## src/rtl/pid_controller_clamped_defines.svh

```systemverilog
// Assertion macros shared by the files that check their own logic.
// Each macro expands to a concurrent assertion clocked on i_clk and disabled
// while i_rst_n is low; synthesis builds see empty bodies.
`ifndef PID_CONTROLLER_CLAMPED_DEFINES_SVH
`define PID_CONTROLLER_CLAMPED_DEFINES_SVH

`ifndef SYNTHESIS
`define PIDC_ASSERT(lbl, prop, msg) \
    lbl: assert property (@(posedge i_clk) disable iff (!i_rst_n) prop) else $error(msg);
`define PIDC_ASSERT_NEXT(lbl, cond, nxt, msg) \
    lbl: assert property (@(posedge i_clk) disable iff (!i_rst_n) (cond) |=> (nxt)) \
        else $error(msg);
`else
`define PIDC_ASSERT(lbl, prop, msg)
`define PIDC_ASSERT_NEXT(lbl, cond, nxt, msg)
`endif

`endif

```

## src/rtl/pidc_mul.sv

```systemverilog
`timescale 1ns / 1ps

module pidc_mul (
    input  logic        i_clk,
    input  logic [31:0] i_a,
    input  logic [31:0] i_b,
    output logic [63:0] o_p
);
    // Unsigned magnitudes in, registered product out.
    logic [63:0] r_p;

    always_ff @(posedge i_clk) begin
        r_p <= 64'(i_a) * 64'(i_b);
    end

    assign o_p = r_p;

endmodule

```

## config.mk

```make
export PLATFORM = sky130hd
export DESIGN_NAME = pidc_mul
export DESIGN_NICKNAME = d
export VERILOG_FILES = /design/src/rtl/pid_controller_clamped_defines.svh /design/src/rtl/pidc_mul.sv
export SDC_FILE = /design/constraint.sdc
export NUM_CORES = 2
export LEC_CHECK = 0
export ABC_AREA = 0
export BUFFER_PORTS_ARGS = -buffer_cell sky130_fd_sc_hd__buf_2
export CORE_ASPECT_RATIO = 2
export CORE_MARGIN = 2
export CORE_UTILIZATION = 55
export DETAILED_ROUTE_END_ITERATION = 10
export GPL_ROUTABILITY_DRIVEN = 0
export GPL_TIMING_DRIVEN = 1
export HOLD_SLACK_MARGIN = 0.1
export PLACE_DENSITY_LB_ADDON = 0.2
export RECOVER_POWER = 25
export SYNTH_ARGS = -nofsm -noshare
export SYNTH_HDL_FRONTEND = slang
export SYNTH_SLANG_ARGS = --single-unit
```

## constraint.sdc

```tcl
create_clock -name i_clk -period 8.7 [get_ports i_clk]
set_clock_uncertainty 0.2 [all_clocks]
set_input_delay 0 -clock i_clk [delete_from_list [all_inputs] [get_ports i_clk]]
set_output_delay 0 -clock i_clk [all_outputs]
set_load 0.005 [all_outputs]
```

==> out/qor.csv <==
stage,metric,value,unit
logic_synthesis,post-synth top area cell,fa_1,
layout,Util after Layout,57.55,%
setup_path,CP Capture Type,flip-flop,
cts,hold buffers post-CTS,0,
grt,number of global-route vias before repair,29105,
cts,H-tree depth,3,
placement,DP Wirelength,93440,microns
sta,setup violators final,0,
floorplan,die width,181.6,microns
layout,multi-input logic area,29310,sq um
logic_synthesis,Synth cell types,57,
logic_synthesis,ys async rst share,0,%
grt,gr usage total,36.62,%
worst_hold_path,hold path depth,2,
grt,largest net degree at the start of global routing,33,
logic_synthesis,Post-synth top flop,dfxtp_1,
outcome,status,"finished, final reports clean",
worst_hold_path,HP Start,i_b[0],
logic_synthesis,register area share after synthesis,3.695,%
floorplan,IO Pins,129,
grt,first-pass GRT wire length,171900,microns
logic_synthesis,Mean Syn Cell Area,9.252,sq um
detailed_routing,DRC,0,
logic_synthesis,"top cells by area, synth","fa_1 (52%), and2_1 (11%), ha_1 (9.5%), inv_1 (9.4%), nand2_1 (5.2%)",
run,Max-Cap Viols,0,
logic_synthesis,top post-synthesis cells by count,"fa_1 (896), inv_1 (865), and2_1 (602), nand2_1 (480), ha_1 (263)",
detailed_routing,First-pass DRT Iterations,5,
logic_synthesis,Synth top area share,51.73,%
setup_path,CP max FO,24,
cts,TritonCTS clock tree,done,
logic_synthesis,Synth Instances,3748,
layout,Fillers,5805,
detailed_routing,DRT Wirelength,113700,microns
sta,Post-Route Setup TNS,0,ns
layout,Area Overhead vs Synth,3.940,%
logic_synthesis,dominant cell by count in the synthesized netlist,fa_1,
layout,NumNets Final,4930,
detailed_routing,WL/cell,25.22,microns
grt,total congestion overflow,0,
logic_synthesis,YS warnings,0,
cts,Clock Path Buffers,2,
sta,FMAX,119.3,MHz
cts,Post CTS Setup Buffer Count,0,
cts,Num CTS Buffers,9,
setup_path,critical path arrival,8.50,ns
setup_path,Critical path origin,i_a[7],
logic_synthesis,Mapped Area,34680,sq um
placement,IO buf count,128,
grt,initial antenna violation count,7,
layout,register area,1281,sq um
cts,root buf cell,clkbuf_16,
detailed_routing,Via Count,25998,
setup_path,CP Class,in -> reg,
sta,Slew @ Worst Pin,1.293,ns
layout,layout cells sized above 1,4.958,%
logic_synthesis,Synthesized Nets,4972,
layout,number of flip-flops under the largest register name,64,
floorplan,die height,359.1,microns
sta,Fin. Hold Viols,0,
worst_hold_path,HP Class,in -> reg,
sta,"Slew Viols, Final",0,
floorplan,CORE AREA,62620,sq um
cts,clk slew on worst S/H paths,0.07,ns
cts,CTS Sinks,64,
floorplan,Die Area,65190,sq um
detailed_routing,vias per cell,5.766,
cts,# resized after CTS,0,
setup_path,"Data required, critical path",8.82,ns
setup_path,Critical Path Start Type,input port,
logic_synthesis,Post-synth EDFFs,0,
sta,RSZ-0062 raised after global routing,no,
detailed_routing,Final ANT Viol Nets,0,
logic_synthesis,Synth Register Bits,64,
floorplan,Initial Utilization,55.37,%
floorplan,Rows,130,
sta,min cycle time layout,8.381,ns
sta,fin crit share,96.34,%
sta,Slew HR,13.81,%
detailed_routing,initial drt markers,1583,
## stage by stage
| stage | hold WS [ns] | setup WS (ns) | cells | cell area, sq um |
|---|---|---|---|---|
| 4_1_cts | 0.1117 | 1.016 | 4503 | 36050 |
| 6_report | 0.1243 | 0.3187 | 4509 | 36040 |
| 2_1_floorplan | -0.07271 | 1.747 | 3748 | 34680 |
| 3_3_place_gp | 0.1764 | 0.7595 | 4487 | 35770 |
| 5_1_grt | 0.1347 | 0.1221 | 4504 | 36030 |
| 3_5_place_dp | 0.1744 | 0.6123 | 4487 | 35770 |
## worst max-delay path, stage by stage
cell and delay (ns):
buf_2 0.50, buf_4 0.27, and2_1 0.16, fa_1 0.39, inv_1 0.08, fa_1 0.43
fa_1 0.50, inv_1 0.06, fa_1 0.53, ha_1 0.22, ha_1 0.28, inv_1 0.05
fa_1 0.48, inv_1 0.05, fa_1 0.44, ha_1 0.44, a21oi_1 1.04, o21ai_0 0.73
o211ai_1 0.54, nand2_1 0.20, a21o_1 0.27, a221o_1 0.41, a41oi_1 0.27, xnor2_1 0.15
## layout by cell type (no fill, tap or decap), types with 7 or more instances in the layout
cell,Yosys,final
inv_1,865,865
buf_2,6,112
fa_1,896,896
nand4_1,23,23
a21o_1,40,40
nor3_1,7,7
nor2_1,20,20
a21oi_1,63,63
clkbuf_16,0,9
dfxtp_1,64,64
buf_4,0,39
and3_1,14,14
ha_1,263,263
o21bai_1,10,10
a31oi_1,12,12
xnor2_1,35,35
clkbuf_1,213,16
nand3_1,10,10
nand2_1,480,480
o21ai_0,21,21
and2_1,602,602
xor2_1,25,25
o21a_1,9,9
## metal layers
metal | vias up | global-route usage, % | routed length, microns
met5 | - | 0 | 30
met4 | 4 | 41.24 | 16690
met3 | 614 | 8.306 | 6600
met2 | 1059 | 65.55 | 60320
met1 | 13566 | 30.74 | 30060
li1 | 10755 | - | -
## cells by family (layout without fill, tap and decap cells)
logic type / after synthesis / after routing / synth area share (%)
mux: 1 / 1 / 0.02887
flops: 64 / 64 / 3.695
compound gates: 202 / 202 / 4.153
simple gates: 1177 / 1177 / 17.62
xor+xnor: 60 / 60 / 1.515
other cells: 0 / 6 / 0
buf+inv: 1085 / 1048 / 11.77
fa+ha+maj: 1159 / 1159 / 61.22
## final timing paths
check	slack, ns	endpoint
worst max-delay path	0.32	o_p[60]$_DFF_P_
worst min-delay path	0.12	o_p[0]$_DFF_P_
## layout make-up
class,count,share of cell area [%]
multi-input combinational,2599,81.33
tap,792,2.749
antenna,6,0.04166
timing repair buffer,167,2.534
inverter,865,9.009
sequential,64,3.555
clock inverter,7,0.1527
clock buffer,9,0.6249
Power is not shown: default switching activity piles up to over one toggle a cycle in this logic, so the estimate is an artifact.
