--- config.mk ---
export PLATFORM = sky130hd
export DESIGN_NAME = pidc_div
export DESIGN_NICKNAME = d
export VERILOG_FILES = /design/src/rtl/pid_controller_clamped_defines.svh /design/src/rtl/pidc_pkg.sv /design/src/rtl/pidc_div.sv
export SDC_FILE = /design/constraint.sdc
export NUM_CORES = 1
export LEC_CHECK = 0
export ABC_AREA = 1
export BUFFER_PORTS_ARGS = -buffer_cell sky130_fd_sc_hd__buf_2
export CORE_ASPECT_RATIO = 1.25
export CORE_MARGIN = 2
export CORE_UTILIZATION = 58
export CTS_BUF_LIST = sky130_fd_sc_hd__clkbuf_4 sky130_fd_sc_hd__clkbuf_8
export CTS_CLUSTER_SIZE = 10
export DETAILED_ROUTE_END_ITERATION = 8
export PLACE_DENSITY = 0.83
export SYNTH_ARGS = -nofsm -noshare
export SYNTH_HDL_FRONTEND = slang
export SYNTH_SLANG_ARGS = --single-unit
export TNS_END_PERCENT = 10
--- constraint.sdc ---
create_clock -name i_clk -period 5 [get_ports i_clk]
set_input_delay 1 -clock i_clk [delete_from_list [all_inputs] [get_ports i_clk]]
set_output_delay 1 -clock i_clk [all_outputs]
set_load 0.01 [all_outputs]
--- src/rtl/pid_controller_clamped_defines.svh ---
// Assertion macros shared by the files that check their own logic.
// Each macro expands to a concurrent assertion clocked on i_clk and disabled
// while i_rst_n is low; synthesis builds see empty bodies.
`ifndef PID_CONTROLLER_CLAMPED_DEFINES_SVH
`define PID_CONTROLLER_CLAMPED_DEFINES_SVH

`ifndef SYNTHESIS
`define PIDC_ASSERT(lbl, prop, msg) \
    lbl: assert property (@(posedge i_clk) disable iff (!i_rst_n) prop) else $error(msg);
`define PIDC_ASSERT_NEXT(lbl, cond, nxt, msg) \
    lbl: assert property (@(posedge i_clk) disable iff (!i_rst_n) (cond) |=> (nxt)) \
        else $error(msg);
`else
`define PIDC_ASSERT(lbl, prop, msg)
`define PIDC_ASSERT_NEXT(lbl, cond, nxt, msg)
`endif

`endif

--- src/rtl/pidc_pkg.sv ---
`timescale 1ns / 1ps

package pidc_pkg;

    // Configuration port geometry: seven 32-bit registers at 4-byte spacing.
    localparam int C_PADDR_W = 5;

    // Milliseconds per second, used to turn dt into seconds and back.
    localparam logic [31:0] C_MS_PER_S = 32'd1000;

    // Division by 1000 is done one 16-bit digit at a time by multiplying with
    // ceil(2^36 / 1000). With a partial remainder below 1000 each step's
    // dividend stays below 2^26, where the product shifted down by 36 is the
    // exact quotient digit.
    localparam logic [31:0] C_RECIP_1000  = 32'd68719477;
    localparam int          C_RECIP_SHIFT = 36;
    localparam int          C_DIGIT_W     = 16;
    localparam logic [1:0]  C_DIGITS_M1   = 2'd3;

    // The divider retires one quotient bit per cycle over a 64-bit dividend.
    localparam int C_DIV_W     = 64;
    localparam int C_DIV_CNT_W = 6;

    typedef enum logic [2:0] {
        REG_GAIN_P      = 3'd0,
        REG_GAIN_I      = 3'd1,
        REG_GAIN_D      = 3'd2,
        REG_OUT_LOWER   = 3'd3,
        REG_OUT_UPPER   = 3'd4,
        REG_ACCUM_LOWER = 3'd5,
        REG_ACCUM_UPPER = 3'd6
    } t_reg_idx;

    typedef struct packed {
        logic signed [31:0] gain_p;
        logic signed [31:0] gain_i;
        logic signed [31:0] gain_d;
        logic signed [31:0] out_lower;
        logic signed [31:0] out_upper;
        logic signed [31:0] accum_lower;
        logic signed [31:0] accum_upper;
    } t_cfg;

    typedef struct packed {
        logic                 start;
        logic [C_DIV_W-1:0]   dividend;
        logic [31:0]          divisor;
    } t_div_req;

    typedef struct packed {
        logic                 done;
        logic [C_DIV_W-1:0]   quot;
    } t_div_rsp;

    typedef enum logic [15:0] {
        S_IDLE = 16'd1,
        S_ERR  = 16'd2,
        S_MUL1 = 16'd4,
        S_MUL2 = 16'd8,
        S_DIV  = 16'd16,
        S_RM   = 16'd32,
        S_RQ   = 16'd64,
        S_ISUM = 16'd128,
        S_ACC  = 16'd256,
        S_DW   = 16'd512,
        S_TP   = 16'd1024,
        S_TI   = 16'd2048,
        S_TD   = 16'd4096,
        S_TL   = 16'd8192,
        S_SUM  = 16'd16384,
        S_FIN  = 16'd32768
    } t_state;

endpackage

--- src/rtl/pidc_div.sv ---
`timescale 1ns / 1ps

module pidc_div (
    input  logic               i_clk,
    input  logic               i_rst_n,
    input  pidc_pkg::t_div_req i_req,
    output pidc_pkg::t_div_rsp o_rsp
);
    import pidc_pkg::*;

    // Restoring division, one quotient bit per cycle. The quotient shifts in
    // behind the dividend bits as they are consumed.
    logic                   r_busy;
    logic                   r_done;
    logic [C_DIV_CNT_W-1:0] r_cnt;
    logic [31:0]            r_rem;
    logic [31:0]            r_den;
    logic [C_DIV_W-1:0]     r_quo;

    logic [32:0] w_rem_sh;
    logic [32:0] w_rem_nx;
    logic        w_ge;

    assign w_rem_sh = {r_rem, r_quo[C_DIV_W-1]};
    assign w_ge     = w_rem_sh >= {1'b0, r_den};
    assign w_rem_nx = w_ge ? (w_rem_sh - {1'b0, r_den}) : w_rem_sh;

    always_ff @(posedge i_clk) begin
        if (!i_rst_n) begin
            r_busy <= 1'b0;
            r_done <= 1'b0;
            r_cnt  <= '0;
        end else begin
            r_done <= r_busy && (r_cnt == '0);
            if (i_req.start) begin
                r_busy <= 1'b1;
                r_cnt  <= C_DIV_CNT_W'(C_DIV_W - 1);
            end else if (r_busy) begin
                r_cnt <= r_cnt - 1'b1;
                if (r_cnt == '0) begin
                    r_busy <= 1'b0;
                end
            end
        end
    end

    always_ff @(posedge i_clk) begin
        if (i_req.start) begin
            r_rem <= '0;
            r_den <= i_req.divisor;
            r_quo <= i_req.dividend;
        end else if (r_busy) begin
            r_rem <= w_rem_nx[31:0];
            r_quo <= {r_quo[C_DIV_W-2:0], w_ge};
        end
    end

    assign o_rsp.done = r_done;
    assign o_rsp.quot = r_quo;

endmodule

==> key figures, run 1 <==
Logic synthesis
  • Post-synth top area cell: edfxtp_1
  • Synth area leaders: edfxtp_1 (35%), nand2_1 (23%), dfxtp_1 (9.7%), inv_1 (8.5%), ha_1 (5.1%)
  • Post-Syn Area: 0.00828 mm^2
  • Post-synth EDFFs: 96
  • Post-synth top flop: edfxtp_1
  • Syn Area/Cell: between 7 and 8 um^2
  • Synth Instances: 1138
  • Most frequent cell after synthesis: nand2_1
  • Netlist cell types: 38
  • Ys Warns: 0
  • Post-synth top cells: nand2_1 (506), inv_1 (188), edfxtp_1 (96)
  • Post-synthesis sequential area ratio: 0.445
  • Share of the synthesized area in the top cell type: 0.348
  • Synthesized flop and latch total: 136
  • Ys async rst share: 0
  • Post-Syn Nets: 1272

Route
  • Total wire length after detailed routing: approximately 21 mm
  • Vias/cell: 5.14
  • Drt first-iter violations: 437
  • Vias: 7617
  • Number of nets with antenna violations after routing: 0
  • DR WL/cell: 14.4 um
  • DRC Markers: 0
  • 1st-pass router iterations: 6

Outcome
  • Status: completed

Clock tree
  • Cts repair resizes: 0
  • H-tree lvl count: 4
  • Clock slew at reported path FFs: 0.08 ns
  • Total CTS buffers: 17
  • Clock Root Buffer: clkbuf_8
  • CTS tree: done
  • Post-CTS setup buffer count: 0
  • Cts hold-fix bufs: 0
  • CTS Buffer Depth: 2
  • Worst-Skew Late Latency: 0.47 ns
  • Clk sink count: 136

Die
  • I/O pin cnt: 164
  • Initial core utilization: 0.597
  • Chip width: 111 um
  • Die height: ~140 um
  • Core Footprint: 0.0139 mm^2
  • Rows: 48
  • Die area: ~0.015 mm^2

Place
  • Hpwl dp: 15.5 mm
  • Dpl cells: around 1500
  • Port Buf Inserts: 163
  • Placer Congestion: 0.994

Min path
  • Worst Hold Path Cells: 2
  • HP Start: r_rem[17]
  • Worst hold path type: reg -> reg
  • Worst hold endpoint: r_rem[17]

Global route
  • Maximum number of pins on one net before global-route repair: 84
  • First-pass GRT wire length: about 35 mm
  • Remaining Overflow, GRT: 0
  • Total GRT Usage: 0.288
  • Vias in the first global route: 7410
  • Initial antenna violation count: 1

Cells and area
  • FILL cells: 1140
  • Ratio of cells with drive above 1 in the final layout: 0.175
  • Final non-filler cell total: 1482
  • Nets: 1428
  • Synth-to-Final Area Change: 16.2%
  • # diodes: 0

Critical path
  • Critical Path Max Stage Delay: 0.70 ns
  • Most used cell, CP: nand2_1
  • Worst reg2reg endpoint: r_rem[12]
  • Startpoint Class: flop
  • CP Capture Type: flop
  • Critical Path RT: 5.37 ns
  • Worst-path fanout max: 34
  • Worst R2R Start: r_rem[28]
  • Slowest cell on crit path: nor2_4
  • Worst path arrival time: approximately 3.3 ns
  • Critical-path cell list: ha_1 > nand2_1 > inv_1 > nand2_1 > inv_1 > a21oi_1 > nand2_1 > nor2_4 > nand2_4 > nand2_1 > nand3_1 > o21ai_1
  • Critical path type: reg -> reg
  • R2R setup slack: 2.05 ns
  • R2R cell count: 12

Pwr
  • Sequential cell fraction of total power: 0.492
  • Worst IR Drop VDD: 0.000272 V
  • Int Pwr: 2.01 mW
  • Switching part of the total power: 0.268
  • Sw power: 0.737 mW
  • Power density cells: 286 mW/mm^2
  • Combinational power share: 0.136
  • P_leak: roughly 5.2 nW
  • Clk pwr share: 0.372

Timing
  • Final min period: 2.95 ns
  • Setup_tns: 0 ns
  • Worst Tran Pin Value: 1.08 ns
  • Fmax: 339 MHz
  • Final hold vios: 0
  • Unrepaired setup endpoints after global routing: false
  • Final Slew Violations: 0
  • Fin crit share: 0.591
  • Post-Route Skew: 0.0228 ns
  • Max-slew headroom: 0.280
  • Finish-stage setup viols: 0

Job
  • Max Cap Viol: 0
registers in the layout (all words and copies together) (netlist names):
register  count
r_quo        64
r_den        32
r_rem        32
r_cnt         6
r_busy        1
r_done        1
worst max path at each step:
stage / cells past startpoint / slack (ns) / endpoint / startpoint
after floorplan: 3 / 1.43 / r_quo[0] / i_req[96]
after global placement: 4 / 2.07 / r_quo[33] / i_req[96]
after detailed placement: 4 / 2.05 / r_quo[30] / i_req[96]
after CTS: 13 / 2.05 / r_rem[12] / r_den[29]
after global routing: 13 / 1.75 / r_rem[6] / r_den[29]
final: 12 / 2.05 / r_rem[12] / r_rem[28]
layout make-up:
class	instances	area, um^2	area share
well taps	175	219	0.0228
flip-flops and latches	136	3680	0.383
clock buffers	20	263	0.0273
inverters	191	717	0.0745
clock inverters	12	175	0.0182
repair buffers	167	848	0.0882
multi-input cells	781	3720	0.386
critical path, delay by kind of cell, from the launching register on:
family,cells,cell delay (ns)
compound gates,2,0.24
buf+inv,2,0.11
simple gates,7,1.78
flops,1,0.33
fa+ha+maj,1,0.40
stage by stage:
stage | setup WS (ns) | instance area, um^2 | hold slack (ns) | utilization | total power, mW
after floorplan | 1.43 | 8280 | 0.444 | - | 1.59
after global placement | 2.07 | 9190 | 0.456 | 0.662 | 1.74
after detailed placement | 2.05 | 9190 | 0.460 | 0.662 | 1.75
after CTS | 2.05 | 9620 | 0.472 | 0.694 | 2.76
after global routing | 1.75 | 9620 | 0.488 | 0.694 | 2.86
final | 2.05 | 9620 | 0.474 | 0.694 | 2.75
per-layer routing:
| metal | up-vias | routed length (um) | track usage |
|---|---|---|---|
| met5 | - | 0 | 0 |
| met4 | 0 | 455 | 0.107 |
| met3 | 42 | 1440 | 0.0660 |
| met2 | 299 | 10900 | 0.526 |
| met1 | 3443 | 8580 | 0.332 |
| li1 | 3833 | - | - |
cell families after synthesis:
family / Yosys count / share of synthesized area
buffers and inverters: 221 / 0.106
adder cells (fa/ha/maj): 35 / 0.0538
AO/OA/AOI/OAI: 49 / 0.0325
XOR/XNOR: 15 / 0.0159
AND/OR/NAND/NOR: 682 / 0.347
flip-flops: 136 / 0.445
power by group through the flow:
stage | Sequential (mW) | Combinational, mW | Clock, mW
final | 1.35 | 0.374 | 1.02
after global routing | 1.36 | 0.418 | 1.08
after CTS | 1.35 | 0.375 | 1.03
after detailed placement | 1.37 | 0.373 | 0
after global placement | 1.38 | 0.363 | 0
after floorplan | 1.40 | 0.192 | 0
placed cells by master, fill, tap and decap left out, drive strengths merged:
master,count
fa,1
a31oi,1
xor2,1
o21bai,3
edfxtp,96
bufinv,4
nor3,4
inv,193
clkbuf,20
o21ai,20
nor4,1
clkinvlp,1
nand2,515
a21oi,21
buf,167
nand3b,14
ha,34
a221oi,1
a211oi,1
xnor2,14
nand4,8
and2,4
clkinv,5
nor2,51
o21a,2
nand3,85
dfxtp,40
Power figures use the tool's default switching activity.
==> run 2, diff against run 1 <==
clock period = 3.05 ns   (was 5 ns; I/O delays follow)
==> run 2 against run 1 <==
  * Clock-buffer cell count shrank 3
  * Register-to-register slack got worse by 1.3 ns
  * First-iteration DRC count is 8.5% higher
  * Clock skew down 0.0052 ns
  * Power is 52% higher
  * Sequential cell count stayed put
  * Setup slack lost 1.3 ns
  * Maximum frequency is 26% higher
  * Sequential share of layout area grew 0.11 points
==> key figures, run 2 (same netlist as run 1, synthesis figures left out) <==
Pwr
  • Worst IR Drop VDD: 0.000403 V
  • Final Total Pwr: about 4.2 mW
  • Power density cells: 437 mW/mm^2
  • P_leak: 5.22 nW

Place
  • Post-place instance area: ~0.0092 mm^2
  • Placer Congestion: roughly 1
  • Port Buf Inserts: 163
  • Hpwl dp: about 16 mm

Clock tree
  • Worst-Skew Late Latency: 0.47 ns
  • Total CTS buffers: 17
  • Clk sink count: between 100 and 150
  • Clock Root Buffer: clkbuf_8
  • Cts hold-fix bufs: 0
  • Cts repair resizes: 0
  • Clock slew at reported path FFs: 0.09 ns
  • CTS Buffer Depth: 2
  • CTS tree: done
  • H-tree lvl count: 4
  • Post-CTS setup buffer count: 0

Route
  • DRC Markers: 0
  • 1st-pass router iterations: 5
  • Vias/cell: 5.08
  • Drt first-iter violations: 474
  • Number of nets with antenna violations after routing: 0
  • Vias: 7556
  • Total wire length after detailed routing: ~21 mm
  • DR WL/cell: 14.4 um

Min path
  • Worst hold path type: in -> reg

Cells and area
  • Max FFs per register: 64
  • Final Core Density: 0.692
  • Biggest regs: r_quo: 64 flops, r_den: 32 flops, r_rem: 32 flops
  • FILL cells: 1174
  • Largest Register: r_quo
  • Nets: around 1400
  • Footprint of the multi-input gates: 0.00372 mm^2
  • Commonest non-fill, non-tap cell in the layout: nand2_1
  • Finished Cell Area: 0.00959 mm^2
  • Commonest non-fill, non-tap cells in the layout: nand2_1 (506), inv_1 (187), buf_2 (162), edfxtp_1 (96), nand3_1 (77)
  • Ratio of cells with drive above 1 in the final layout: 0.179
  • Synth-to-Final Area Change: 15.9%
  • # diodes: 0
  • Storage element area: between 0.003 and 0.004 mm^2

Timing
  • Fmax: 426 MHz
  • Setup_tns: 0 ns
  • Max-slew headroom: 0.464
  • Final hold vios: 0
  • Worst Tran Pin Value: 0.804 ns
  • Final Slew Violations: 0
  • Finish-stage setup viols: 0
  • Worst hold slack: 0.314 ns
  • Final min period: 2.35 ns
  • Post-Route Skew: 0.0176 ns
  • Fin crit share: 0.771
  • Unrepaired setup endpoints after global routing: false

Global route
  • Maximum number of pins on one net before global-route repair: 77
  • Total GRT Usage: 0.292
  • Remaining Overflow, GRT: 0
  • Initial antenna violation count: 0
  • First-pass GRT wire length: 34.9 mm
  • Vias in the first global route: 7475

Die
  • Core Footprint: 0.0139 mm^2
  • Die height: 138 um
  • Chip width: 111 um
  • Rows: 48
  • Die area: ~0.015 mm^2
  • I/O pin cnt: 164
  • Initial core utilization: 0.597

Job
  • Max Cap Viol: 0

Outcome
  • Status: completed

Critical path
  • Critical path type: reg -> reg
  • Delay-heaviest family, CP: simple AND/OR/NAND/NOR gates
  • Worst path arrival time: 2.69 ns
  • CP Buf/Inv Count: 1
  • Critical-path cell list: inv_1 > ha_1 > nand2_1 > nor2_1 > nand2_1 > nor2_2 > nand2_1 > nor2_4 > nor2_4 > nand2_4 > nand2_1 > nand3_1 > o21ai_1
  • Startpoint Class: flop
  • Most used cell, CP: nand2_1
  • Critical Path RT: 3.39 ns
  • Worst-path fanout max: 32
  • Slowest cell on crit path: ha_1
  • CP Capture Type: flop
  • Critical Path Max Stage Delay: ~0.36 ns
==> run 2: cell count changes in the layout (fill, tap and decap cells not counted), sizes merged <==
cell / change
clkbuf: -3
inv: +4
clkinv: +1
buf: +6
bufinv: -4
clkinvlp: +2
==> run 2: cell type report <==
| class | count | area share |
|---|---|---|
| tap | 175 | 0.0228 |
| clock buffer | 17 | 0.0244 |
| inverter | 191 | 0.0747 |
| clock inverter | 15 | 0.0123 |
| multi-input combinational | 781 | 0.387 |
| timing repair buffer | 173 | 0.0944 |
| sequential | 136 | 0.384 |
==> run 2: path summary, 6_finish.rpt <==
kind         startpoint        end  slack, ns  depth (start not counted)
max           r_den[14]   r_rem[6]       0.70                         13
min           i_req[18]  r_den[18]       0.31                          1
max reg2reg   r_den[14]   r_rem[6]       0.70                         13
min reg2reg   r_rem[24]  r_rem[24]       0.47                          2
==> run 2: power breakdown <==
| group | switching, mW | leakage (nW) | internal [mW] |
|---|---|---|---|
| logic | 0.391 | 3.76 | 0.231 |
| registers | 0.0676 | 1.29 | 2.14 |
| clock network | 0.788 | 0.169 | 0.574 |
==> run 2: worst reg2reg max path, stage by stage, from the launching register on <==
cell and delay (ns):
edfxtp_1 0.33, inv_1 0.04, ha_1 0.36, nand2_1 0.13, nor2_1 0.22, nand2_1 0.11, nor2_2 0.13, nand2_1 0.11
nor2_4 0.11, nor2_4 0.08, nand2_4 0.34, nand2_1 0.12, nand3_1 0.09, o21ai_1 0.06
==> run 2: per-stage QoR <==
step | setup WS [ns] | std cells
6_report | 0.700 | 1488
5_1_grt | 0.412 | 1488
4_1_cts | 0.679 | 1488
3_5_place_dp | 0.698 | 1456
3_3_place_gp | 0.725 | 1456
2_1_floorplan | 0.934 | 1138
==> run 2: routing by layer <==
layer,track usage,up-vias,part of all wire
li1,-,3847,-
met1,0.322,3397,0.39
met2,0.531,265,0.51
met3,0.0832,47,0.071
met4,0.122,0,0.027
met5,0,-,0
