<file path="config.mk">
export PLATFORM = sky130hd
export DESIGN_NAME = pidc_regs
export DESIGN_NICKNAME = d
export VERILOG_FILES = /design/src/rtl/pid_controller_clamped_defines.svh /design/src/rtl/pidc_pkg.sv /design/src/rtl/pidc_regs.sv
export SDC_FILE = /design/constraint.sdc
export NUM_CORES = 1
export LEC_CHECK = 0
export BUFFER_PORTS_ARGS = -buffer_cell sky130_fd_sc_hd__buf_2
export CORE_MARGIN = 1.5
export CORE_UTILIZATION = 40
export CTS_CLUSTER_SIZE = 25
export DETAILED_ROUTE_END_ITERATION = 10
export SETUP_SLACK_MARGIN = 0.3
export SYNTH_ARGS = -nofsm -noshare
export SYNTH_HDL_FRONTEND = slang
export SYNTH_SLANG_ARGS = --single-unit
export TNS_END_PERCENT = 5
</file>
<file path="constraint.sdc">
create_clock -name i_clk -period 2.3 [get_ports i_clk]
set_input_delay 0.345 -clock i_clk [delete_from_list [all_inputs] [get_ports i_clk]]
set_output_delay 0.345 -clock i_clk [all_outputs]
set_load 0.03 [all_outputs]
</file>
<file path="src/rtl/pid_controller_clamped_defines.svh">
// Assertion macros shared by the files that check their own logic.
// Each macro expands to a concurrent assertion clocked on i_clk and disabled
// while i_rst_n is low; synthesis builds see empty bodies.
`ifndef PID_CONTROLLER_CLAMPED_DEFINES_SVH
`define PID_CONTROLLER_CLAMPED_DEFINES_SVH

`ifndef SYNTHESIS
`define PIDC_ASSERT(lbl, prop, msg) \
    lbl: assert property (@(posedge i_clk) disable iff (!i_rst_n) prop) else $error(msg);
`define PIDC_ASSERT_NEXT(lbl, cond, nxt, msg) \
    lbl: assert property (@(posedge i_clk) disable iff (!i_rst_n) (cond) |=> (nxt)) \
        else $error(msg);
`else
`define PIDC_ASSERT(lbl, prop, msg)
`define PIDC_ASSERT_NEXT(lbl, cond, nxt, msg)
`endif

`endif

</file>
<file path="src/rtl/pidc_pkg.sv">
`timescale 1ns / 1ps

package pidc_pkg;

    // Configuration port geometry: seven 32-bit registers at 4-byte spacing.
    localparam int C_PADDR_W = 5;

    // Milliseconds per second, used to turn dt into seconds and back.
    localparam logic [31:0] C_MS_PER_S = 32'd1000;

    // Division by 1000 is done one 16-bit digit at a time by multiplying with
    // ceil(2^36 / 1000). With a partial remainder below 1000 each step's
    // dividend stays below 2^26, where the product shifted down by 36 is the
    // exact quotient digit.
    localparam logic [31:0] C_RECIP_1000  = 32'd68719477;
    localparam int          C_RECIP_SHIFT = 36;
    localparam int          C_DIGIT_W     = 16;
    localparam logic [1:0]  C_DIGITS_M1   = 2'd3;

    // The divider retires one quotient bit per cycle over a 64-bit dividend.
    localparam int C_DIV_W     = 64;
    localparam int C_DIV_CNT_W = 6;

    typedef enum logic [2:0] {
        REG_GAIN_P      = 3'd0,
        REG_GAIN_I      = 3'd1,
        REG_GAIN_D      = 3'd2,
        REG_OUT_LOWER   = 3'd3,
        REG_OUT_UPPER   = 3'd4,
        REG_ACCUM_LOWER = 3'd5,
        REG_ACCUM_UPPER = 3'd6
    } t_reg_idx;

    typedef struct packed {
        logic signed [31:0] gain_p;
        logic signed [31:0] gain_i;
        logic signed [31:0] gain_d;
        logic signed [31:0] out_lower;
        logic signed [31:0] out_upper;
        logic signed [31:0] accum_lower;
        logic signed [31:0] accum_upper;
    } t_cfg;

    typedef struct packed {
        logic                 start;
        logic [C_DIV_W-1:0]   dividend;
        logic [31:0]          divisor;
    } t_div_req;

    typedef struct packed {
        logic                 done;
        logic [C_DIV_W-1:0]   quot;
    } t_div_rsp;

    typedef enum logic [15:0] {
        S_IDLE = 16'd1,
        S_ERR  = 16'd2,
        S_MUL1 = 16'd4,
        S_MUL2 = 16'd8,
        S_DIV  = 16'd16,
        S_RM   = 16'd32,
        S_RQ   = 16'd64,
        S_ISUM = 16'd128,
        S_ACC  = 16'd256,
        S_DW   = 16'd512,
        S_TP   = 16'd1024,
        S_TI   = 16'd2048,
        S_TD   = 16'd4096,
        S_TL   = 16'd8192,
        S_SUM  = 16'd16384,
        S_FIN  = 16'd32768
    } t_state;

endpackage

</file>
<file path="src/rtl/pidc_regs.sv">
`timescale 1ns / 1ps

module pidc_regs #(
    parameter int FRAC_BITS = 16
) (
    input  logic                          i_clk,
    input  logic                          i_rst_n,
    input  logic                          psel,
    input  logic                          penable,
    input  logic                          pwrite,
    input  logic [pidc_pkg::C_PADDR_W-1:0] paddr,
    input  logic [31:0]                   pwdata,
    output logic [31:0]                   prdata,
    output logic                          pready,
    output pidc_pkg::t_cfg                o_cfg
);
    import pidc_pkg::*;

    localparam logic signed [31:0] L_ONE       = 32'sd1 <<< FRAC_BITS;
    localparam logic signed [31:0] L_MINUS_ONE = -L_ONE;

    t_cfg     r_cfg;
    t_reg_idx w_idx;
    logic     w_wr;

    assign w_idx  = t_reg_idx'(paddr[C_PADDR_W-1:2]);
    assign w_wr   = psel && penable && pwrite;
    assign pready = 1'b1;
    assign o_cfg  = r_cfg;

    always_ff @(posedge i_clk) begin
        if (!i_rst_n) begin
            r_cfg.gain_p      <= '0;
            r_cfg.gain_i      <= '0;
            r_cfg.gain_d      <= '0;
            r_cfg.out_lower   <= L_MINUS_ONE;
            r_cfg.out_upper   <= L_ONE;
            r_cfg.accum_lower <= L_MINUS_ONE;
            r_cfg.accum_upper <= L_ONE;
        end else if (w_wr) begin
            unique case (w_idx)
                REG_GAIN_P:      r_cfg.gain_p      <= $signed(pwdata);
                REG_GAIN_I:      r_cfg.gain_i      <= $signed(pwdata);
                REG_GAIN_D:      r_cfg.gain_d      <= $signed(pwdata);
                REG_OUT_LOWER:   r_cfg.out_lower   <= $signed(pwdata);
                REG_OUT_UPPER:   r_cfg.out_upper   <= $signed(pwdata);
                REG_ACCUM_LOWER: r_cfg.accum_lower <= $signed(pwdata);
                REG_ACCUM_UPPER: r_cfg.accum_upper <= $signed(pwdata);
                default: ;
            endcase
        end
    end

    always_comb begin
        unique case (w_idx)
            REG_GAIN_P:      prdata = r_cfg.gain_p;
            REG_GAIN_I:      prdata = r_cfg.gain_i;
            REG_GAIN_D:      prdata = r_cfg.gain_d;
            REG_OUT_LOWER:   prdata = r_cfg.out_lower;
            REG_OUT_UPPER:   prdata = r_cfg.out_upper;
            REG_ACCUM_LOWER: prdata = r_cfg.accum_lower;
            REG_ACCUM_UPPER: prdata = r_cfg.accum_upper;
            default:         prdata = '0;
        endcase
    end

endmodule

</file>
==> impl_metrics.py, run 1 <==
metrics = {
    "pwr": {
        "switching_share_pct": 24.5,
        "peakVddDrop_mv": 0.386,
        "power.internal_mw": 6.69,
        "netSwitchingPower_mw": 2.17,
        "pwr-share-seq_pct": 44.5,
        "pwr_density_cell_nw_per_um2": 679,
        "comb_power_share_pct": 9.9,
        "power.clock.fraction_pct": 45.7,
        "p_leak_nw": 6.19,
        "p_total_mw": 8.85,
    },
    "global_routing": {
        "grt_max_degree": 69,
        "grt_pass1_vias": 8481,
        "overflow": 0,
        "grt_use_total_pct": 24.8,
        "antenna_found_initial": 2,
        "grt_first_pass_wirelength_microns": 50800,
    },
    "layout": {
        "areaGrowthSynthToFinish_pct": 29.0,
        "final_area_sq_um": 13000,
        "largest_register_ffs": 224,
        "drive_gt1_share_pct": 33.4,
        "post-route-util_pct": 53.1,
        "nets": 1338,
    },
    "synth": {
        "synthMuxAreaShare_pct": 27.7,
        "yosysTopAreaCell": "dfxtp_1",
        "netlist.area_leader.share_pct": 44.4,
        "netlist_area_sq_um": 10100,
        "ys_seq_area_share_pct": 44.4,
        "synth_top_family_by_area": "multiplexers",
        "synth-seq-cells": 224,
        "ys.flop_type": "dfxtp_1",
        "async_flop_share_pct": 0,
        "synth_cell_type_count": 35,
        "synth_area_leaders": "dfxtp_1, mux2i_1, nand2_1",
        "synth_compound_area_share_pct": 11.0,
        "syn_inst": 1021,
        "synth_fp_nets": 1063,
        "synth_most_common_cell": "mux2i_1",
        "synth-simple-area-share_pct": 10.3,
        "synth_edf_count": 0,
        "synth_top_cells_by_count": "mux2i_1, nand2_1, dfxtp_1",
        "synth-xor-area-share_pct": 0,
        "synthAdderAreaFrac_pct": 0,
        "ys_warn_count": 0,
        "synth.avg_cell_area_sq_um": 9.90,
    },
    "clock_network": {
        "clkTransAtPathRegs_ns": 0.06,
        "clk_latency_ns": 0.50,
        "cts_tree": "done",
        "cts_buffer_depth": 3,
        "cts-root-buf": "clkbuf_16",
        "cts_buffers": 25,
        "hold_buffers": 0,
        "cts.sinks": 224,
        "htree_levels": 1,
    },
    "timing": {
        "finalHoldViolations": 0,
        "rsz0062_at_grt": "yes",
        "worst_hold_slack_ns": 0.148,
        "post-route-period-util_pct": 90.5,
        "setup_viol_count_final": 0,
        "worstMarginPinSlew_ns": 0.658,
        "fin_skew_ns": 0,
        "tns_ns": 0,
        "final_max_slew_viol_count": 0,
        "fmax_mhz": 480,
        "period_needed_ns": 2.08,
        "slew_headroom_pct": 56.0,
    },
    "die": {
        "initial_core_util_pct": 41.2,
        "design.core.area_sq_um": 24500,
        "die_area_sq_um": 26200,
        "die_w_microns": 162,
        "die_y_microns": 162,
        "io_pins": 299,
        "rows": 57,
    },
    "drt": {
        "ant_nets": 0,
        "dr.pass1.iters": 5,
        "num_vias": 8784,
        "wl_microns": 33500,
        "vias_per_cell": 5.37,
        "wl_per_cell_microns": 20.5,
        "drt_iter0_markers": 575,
        "post-route-drc-count": 0,
    },
    "critical_path": {
        "critPathLaunchType": "flop",
        "criticalPathCategory": "flop to output port",
        "cp.required_ns": 1.96,
        "cp.arrival_ns": 1.74,
        "critical_path.endpoint_type": "output port",
        "cp_max_fo": 2,
    },
    "run": {
        "cap_violations": 0,
    },
    "status": {
        "outcome": "complete, no violations",
    },
    "place": {
        "dpl_cell_area_sq_um": 12000,
        "dp_hpwl_microns": 21700,
        "portBuffers": 295,
        "place.gp.congestion": 0.777,
    },
    "worst_hold_path": {
        "hp-class": "input pin to flop",
    },
}
-- worst max-delay path: stages, from the launching register on --
cell	delay [ns]
dfxtp_2	0.33
mux4_2	0.47
mux2_4	0.30
buf_6	0.14
-- worst paths after layout --
check | cells after the start | slack [ns] | start | end
worst min register to register | 2 | 0.46 | o_cfg[177]$_SDFFE_PN0P_ | o_cfg[177]$_SDFFE_PN0P_
worst min-delay path | 3 | 0.15 | pwdata[29] | o_cfg[61]$_SDFFE_PN1P_
worst max register to register | 3 | 1.49 | o_cfg[113]$_SDFFE_PN1P_ | o_cfg[113]$_SDFFE_PN1P_
worst max-delay path | 3 | 0.22 | o_cfg[113]$_SDFFE_PN1P_ | prdata[17]
-- power groups by stage --
stage / Sequential [mW] / Combinational [mW] / Clock, mW
final: 3.94 / 0.872 / 4.04
after floorplan: 4.08 / 0.467 / 0
after global routing: 3.94 / 0.926 / 4.27
after detailed placement: 4.02 / 0.808 / 0
after global placement: 4.02 / 0.805 / 0
after CTS: 3.94 / 0.841 / 4.10
-- stage by stage --
step | setup slack, ns | cells
floorplan | 0.0675 | 1021
global placement | -0.150 | 1589
detailed placement | -0.0566 | 1589
CTS | 0.208 | 1633
global route | 0.192 | 1635
finish | 0.218 | 1635
-- what timing repair did --
action                                  4_1_cts  5_1_grt
gates cloned                                  2        1
buffers inserted                              1        0
endpoints found under the setup margin       32       32
pin swaps                                     1        0
gates resized for setup                      16       27
-- cells in the final DEF (no fill, tap or decap), types with 11 or more instances in the layout --
| master | synthesis | final |
|---|---|---|
| o21ai_0 | 33 | 33 |
| nand2_1 | 233 | 232 |
| a221oi_1 | 21 | 11 |
| buf_12 | 3 | 12 |
| inv_1 | 37 | 37 |
| dfxtp_1 | 224 | 220 |
| buf_4 | 13 | 43 |
| clkbuf_16 | 0 | 26 |
| o221a_2 | 21 | 21 |
| mux2i_1 | 265 | 265 |
| o211ai_1 | 27 | 27 |
| o311ai_0 | 16 | 16 |
| buf_2 | 12 | 276 |
-- per-layer routing --
metal | vias to the layer above | routed length [microns] | global-route usage (%)
met4 | 0 | 1120 | 9.13
met1 | 4228 | 14700 | 32.5
met2 | 320 | 15600 | 40.9
met5 | - | 0 | 0
li1 | 4169 | - | -
met3 | 67 | 2070 | 4.32
-- logic make-up (layout without fill, tap and decap cells) --
| logic type | Yosys count | in the layout |
|---|---|---|
| other cells | 1 | 2 |
| compound gates | 139 | 139 |
| mux | 277 | 277 |
| buf+inv | 129 | 417 |
| flops | 224 | 224 |
| simple gates | 251 | 252 |
-- layout make-up --
class                      count  area, sq um
timing repair buffer         339         2100
tap                          324          405
clock buffer                  34          709
inverter                      37          139
fill                        2310        11500
antenna                        1         2.50
multi-input combinational    669         5070
sequential                   224         4490
clock inverter                 7          113
(Power assumes the default switching activity.)
==> run 2: changes to the inputs <==
--- a/config.mk
+++ b/config.mk
@@ -8,6 +8,7 @@
 export BUFFER_PORTS_ARGS = -buffer_cell sky130_fd_sc_hd__buf_2
 export CORE_MARGIN = 1.5
 export CORE_UTILIZATION = 40
+export CTS_BUF_LIST = sky130_fd_sc_hd__clkbuf_2
 export CTS_CLUSTER_SIZE = 25
 export DETAILED_ROUTE_END_ITERATION = 10
 export SETUP_SLACK_MARGIN = 0.3
==> run 2 against run 1 <==
The run now ends with setup timing left; final area grew 1.8%; non-clock buffer count grew 39; worst setup slack lost 0.38 ns; count of clock-buffer cells in the layout grew 60; die area is the same; combinational power grew 5.4%; first-iteration DRC count shrank 3.8%; global-route usage grew 0.63 points.
==> impl_metrics.py, run 2 (same netlist as run 1, synthesis figures left out) <==
metrics = {
    "worst_hold_path": {
        "hp-class": "input pin to flop",
        "hold_start": "paddr[2]",
    },
    "layout": {
        "nets": 1411,
        "drive_gt1_share_pct": 41.5,
        "layout_common_cells": "mux2i_1, buf_2, nand2_1",
        "largest_register_ffs": 224,
        "areaGrowthSynthToFinish_pct": 31.3,
        "final_cells": 1736,
        "final_common_cell": "mux2i_1",
        "nFillCells": 2315,
    },
    "critical_path": {
        "critical_path.endpoint_type": "output port",
        "cp_max_fo": 2,
        "criticalPathCategory": "flop to output port",
        "critPathBufInv": 1,
        "r2r-start": "o_cfg[53]$_SDFFE_PN1P_",
        "crit_start": "o_cfg[113]$_SDFFE_PN1P_",
        "cp.arrival_ns": 2.12,
        "cp.required_ns": 1.96,
        "crit_chain": "mux4_2, mux2_4, buf_6",
        "max_stage_delay_ns": 0.47,
        "critPathLaunchType": "flop",
        "cp_slowest_cell": "mux4_2",
        "crit_family": "multiplexers",
    },
    "place": {
        "portBuffers": 295,
        "dpl.cell_count": 1589,
        "place.gp.congestion": 0.777,
        "dp_hpwl_microns": 21700,
    },
    "clock_network": {
        "cts_tree": "done",
        "cts.sinks": 224,
        "clk_latency_ns": 0.84,
        "cts_buffers": 60,
        "clkTransAtPathRegs_ns": 0.11,
        "htree_levels": 2,
        "cts-root-buf": "clkbuf_2",
        "cts_buffer_depth": 3,
    },
    "global_routing": {
        "grt_pass1_vias": 9230,
        "grt_use_total_pct": 25.4,
        "antenna_found_initial": 1,
        "grt_first_pass_wirelength_microns": 52500,
        "overflow": 0,
        "grt_max_degree": 69,
    },
    "status": {
        "failed_checks": "setup timing",
        "outcome": "finished with violations",
    },
    "pwr": {
        "p_total_mw": 7.57,
        "p_leak_nw": 6.35,
        "pwr_density_cell_nw_per_um2": 571,
        "peakVddDrop_mv": 0.312,
    },
    "timing": {
        "fmax_mhz": 406,
        "period_needed_ns": 2.46,
        "rsz0062_at_grt": "yes",
        "worstMarginPinSlew_ns": 1.06,
        "finalHoldViolations": 0,
        "worst_hold_slack_ns": 0.240,
        "fin_skew_ns": 0,
        "final_max_slew_viol_count": 0,
        "fin_ws_ns": -0.161,
        "setup_viol_count_final": 2,
        "post-route-period-util_pct": 107,
        "slew_headroom_pct": 29.3,
    },
    "die": {
        "die_area_sq_um": 26200,
        "design.core.area_sq_um": 24500,
        "die_w_microns": 162,
        "initial_core_util_pct": 41.2,
        "io_pins": 299,
        "rows": 57,
        "die_y_microns": 162,
    },
    "run": {
        "cap_violations": 0,
    },
    "drt": {
        "ant_nets": 0,
        "wl_per_cell_microns": 19.5,
        "vias_per_cell": 5.29,
        "num_vias": 9176,
        "wl_microns": 33800,
        "post-route-drc-count": 0,
        "dr.pass1.iters": 5,
        "drt_iter0_markers": 553,
    },
}
-- run 2: changes by cell type in the layout (fill, tap and decap cells not counted), sizes merged --
cell | previous run | this run
clkbuf | 35 | 94
dlygate4sd3 | 0 | 41
clkinv | 3 | 8
bufinv | 3 | 0
inv | 37 | 39
bufbuf | 1 | 0
clkinvlp | 1 | 0
nor2 | 4 | 3
-- run 2: cell type report --
class                           count  area [sq um]  area share, %
Timing Repair Buffer              378          2460           18.6
Tap cell                          324           405           3.05
Clock inverter                     10          40.0          0.302
Multi-Input combinational cell    668          5170           38.9
Inverter                           37           139           1.05
Sequential cell                   224          4580           34.5
Antenna cell                        1          2.50         0.0189
Clock buffer                       94           470           3.55
-- run 2: tightest hold or removal path, cell delays in order --
cell and delay (ns):
buf_2 0.28, nand4b_4 0.25, o21ai_0 0.08, o211ai_1 0.08
-- run 2: what timing repair did --
item,CTS,global route
setup buffers,1,0
cloned,0,0
endpoints found under the setup margin,32,32
hold endpoints to repair,224,0
gates resized for setup,134,10
pin swaps,33,10
hold buffers,41,0
-- run 2: final timing paths --
kind | to | slack, ns | cells past startpoint
max reg2reg | o_cfg[53]$_SDFFE_PN1P_ | 1.08 | 3
min reg2reg | o_cfg[191]$_SDFFE_PN0P_ | 0.47 | 2
min | o_cfg[80]$_SDFFE_PN1P_ | 0.24 | 4
max | prdata[17] | -0.16 | 3
-- run 2: metrics by stage --
step	cell area, sq um	setup TNS [ns]	setup WS (ns)	util [%]
after CTS	13200	-0.743	-0.234	53.9
after floorplan	10100	0	0.0675	-
final	13300	-0.176	-0.161	54.1
after global placement	12000	-0.836	-0.150	48.8
after detailed placement	12000	-0.183	-0.0566	48.8
after global routing	13300	-2.58	-0.246	54.1
-- run 2: metal layers --
metal | vias to the layer above | track usage [%] | routed length (microns)
li1 | 4340 | - | -
met1 | 4410 | 31.9 | 14600
met2 | 347 | 42.3 | 16000
met3 | 79 | 5.26 | 2070
met4 | 0 | 11.0 | 1060
met5 | - | 0 | 0
-- run 2: power by group --
group / internal [mW] / switching (mW)
Sequential: 3.91 / 0.0259
Clock: 1.07 / 1.65
Combinational: 0.342 / 0.577
Total: 5.32 / 2.25
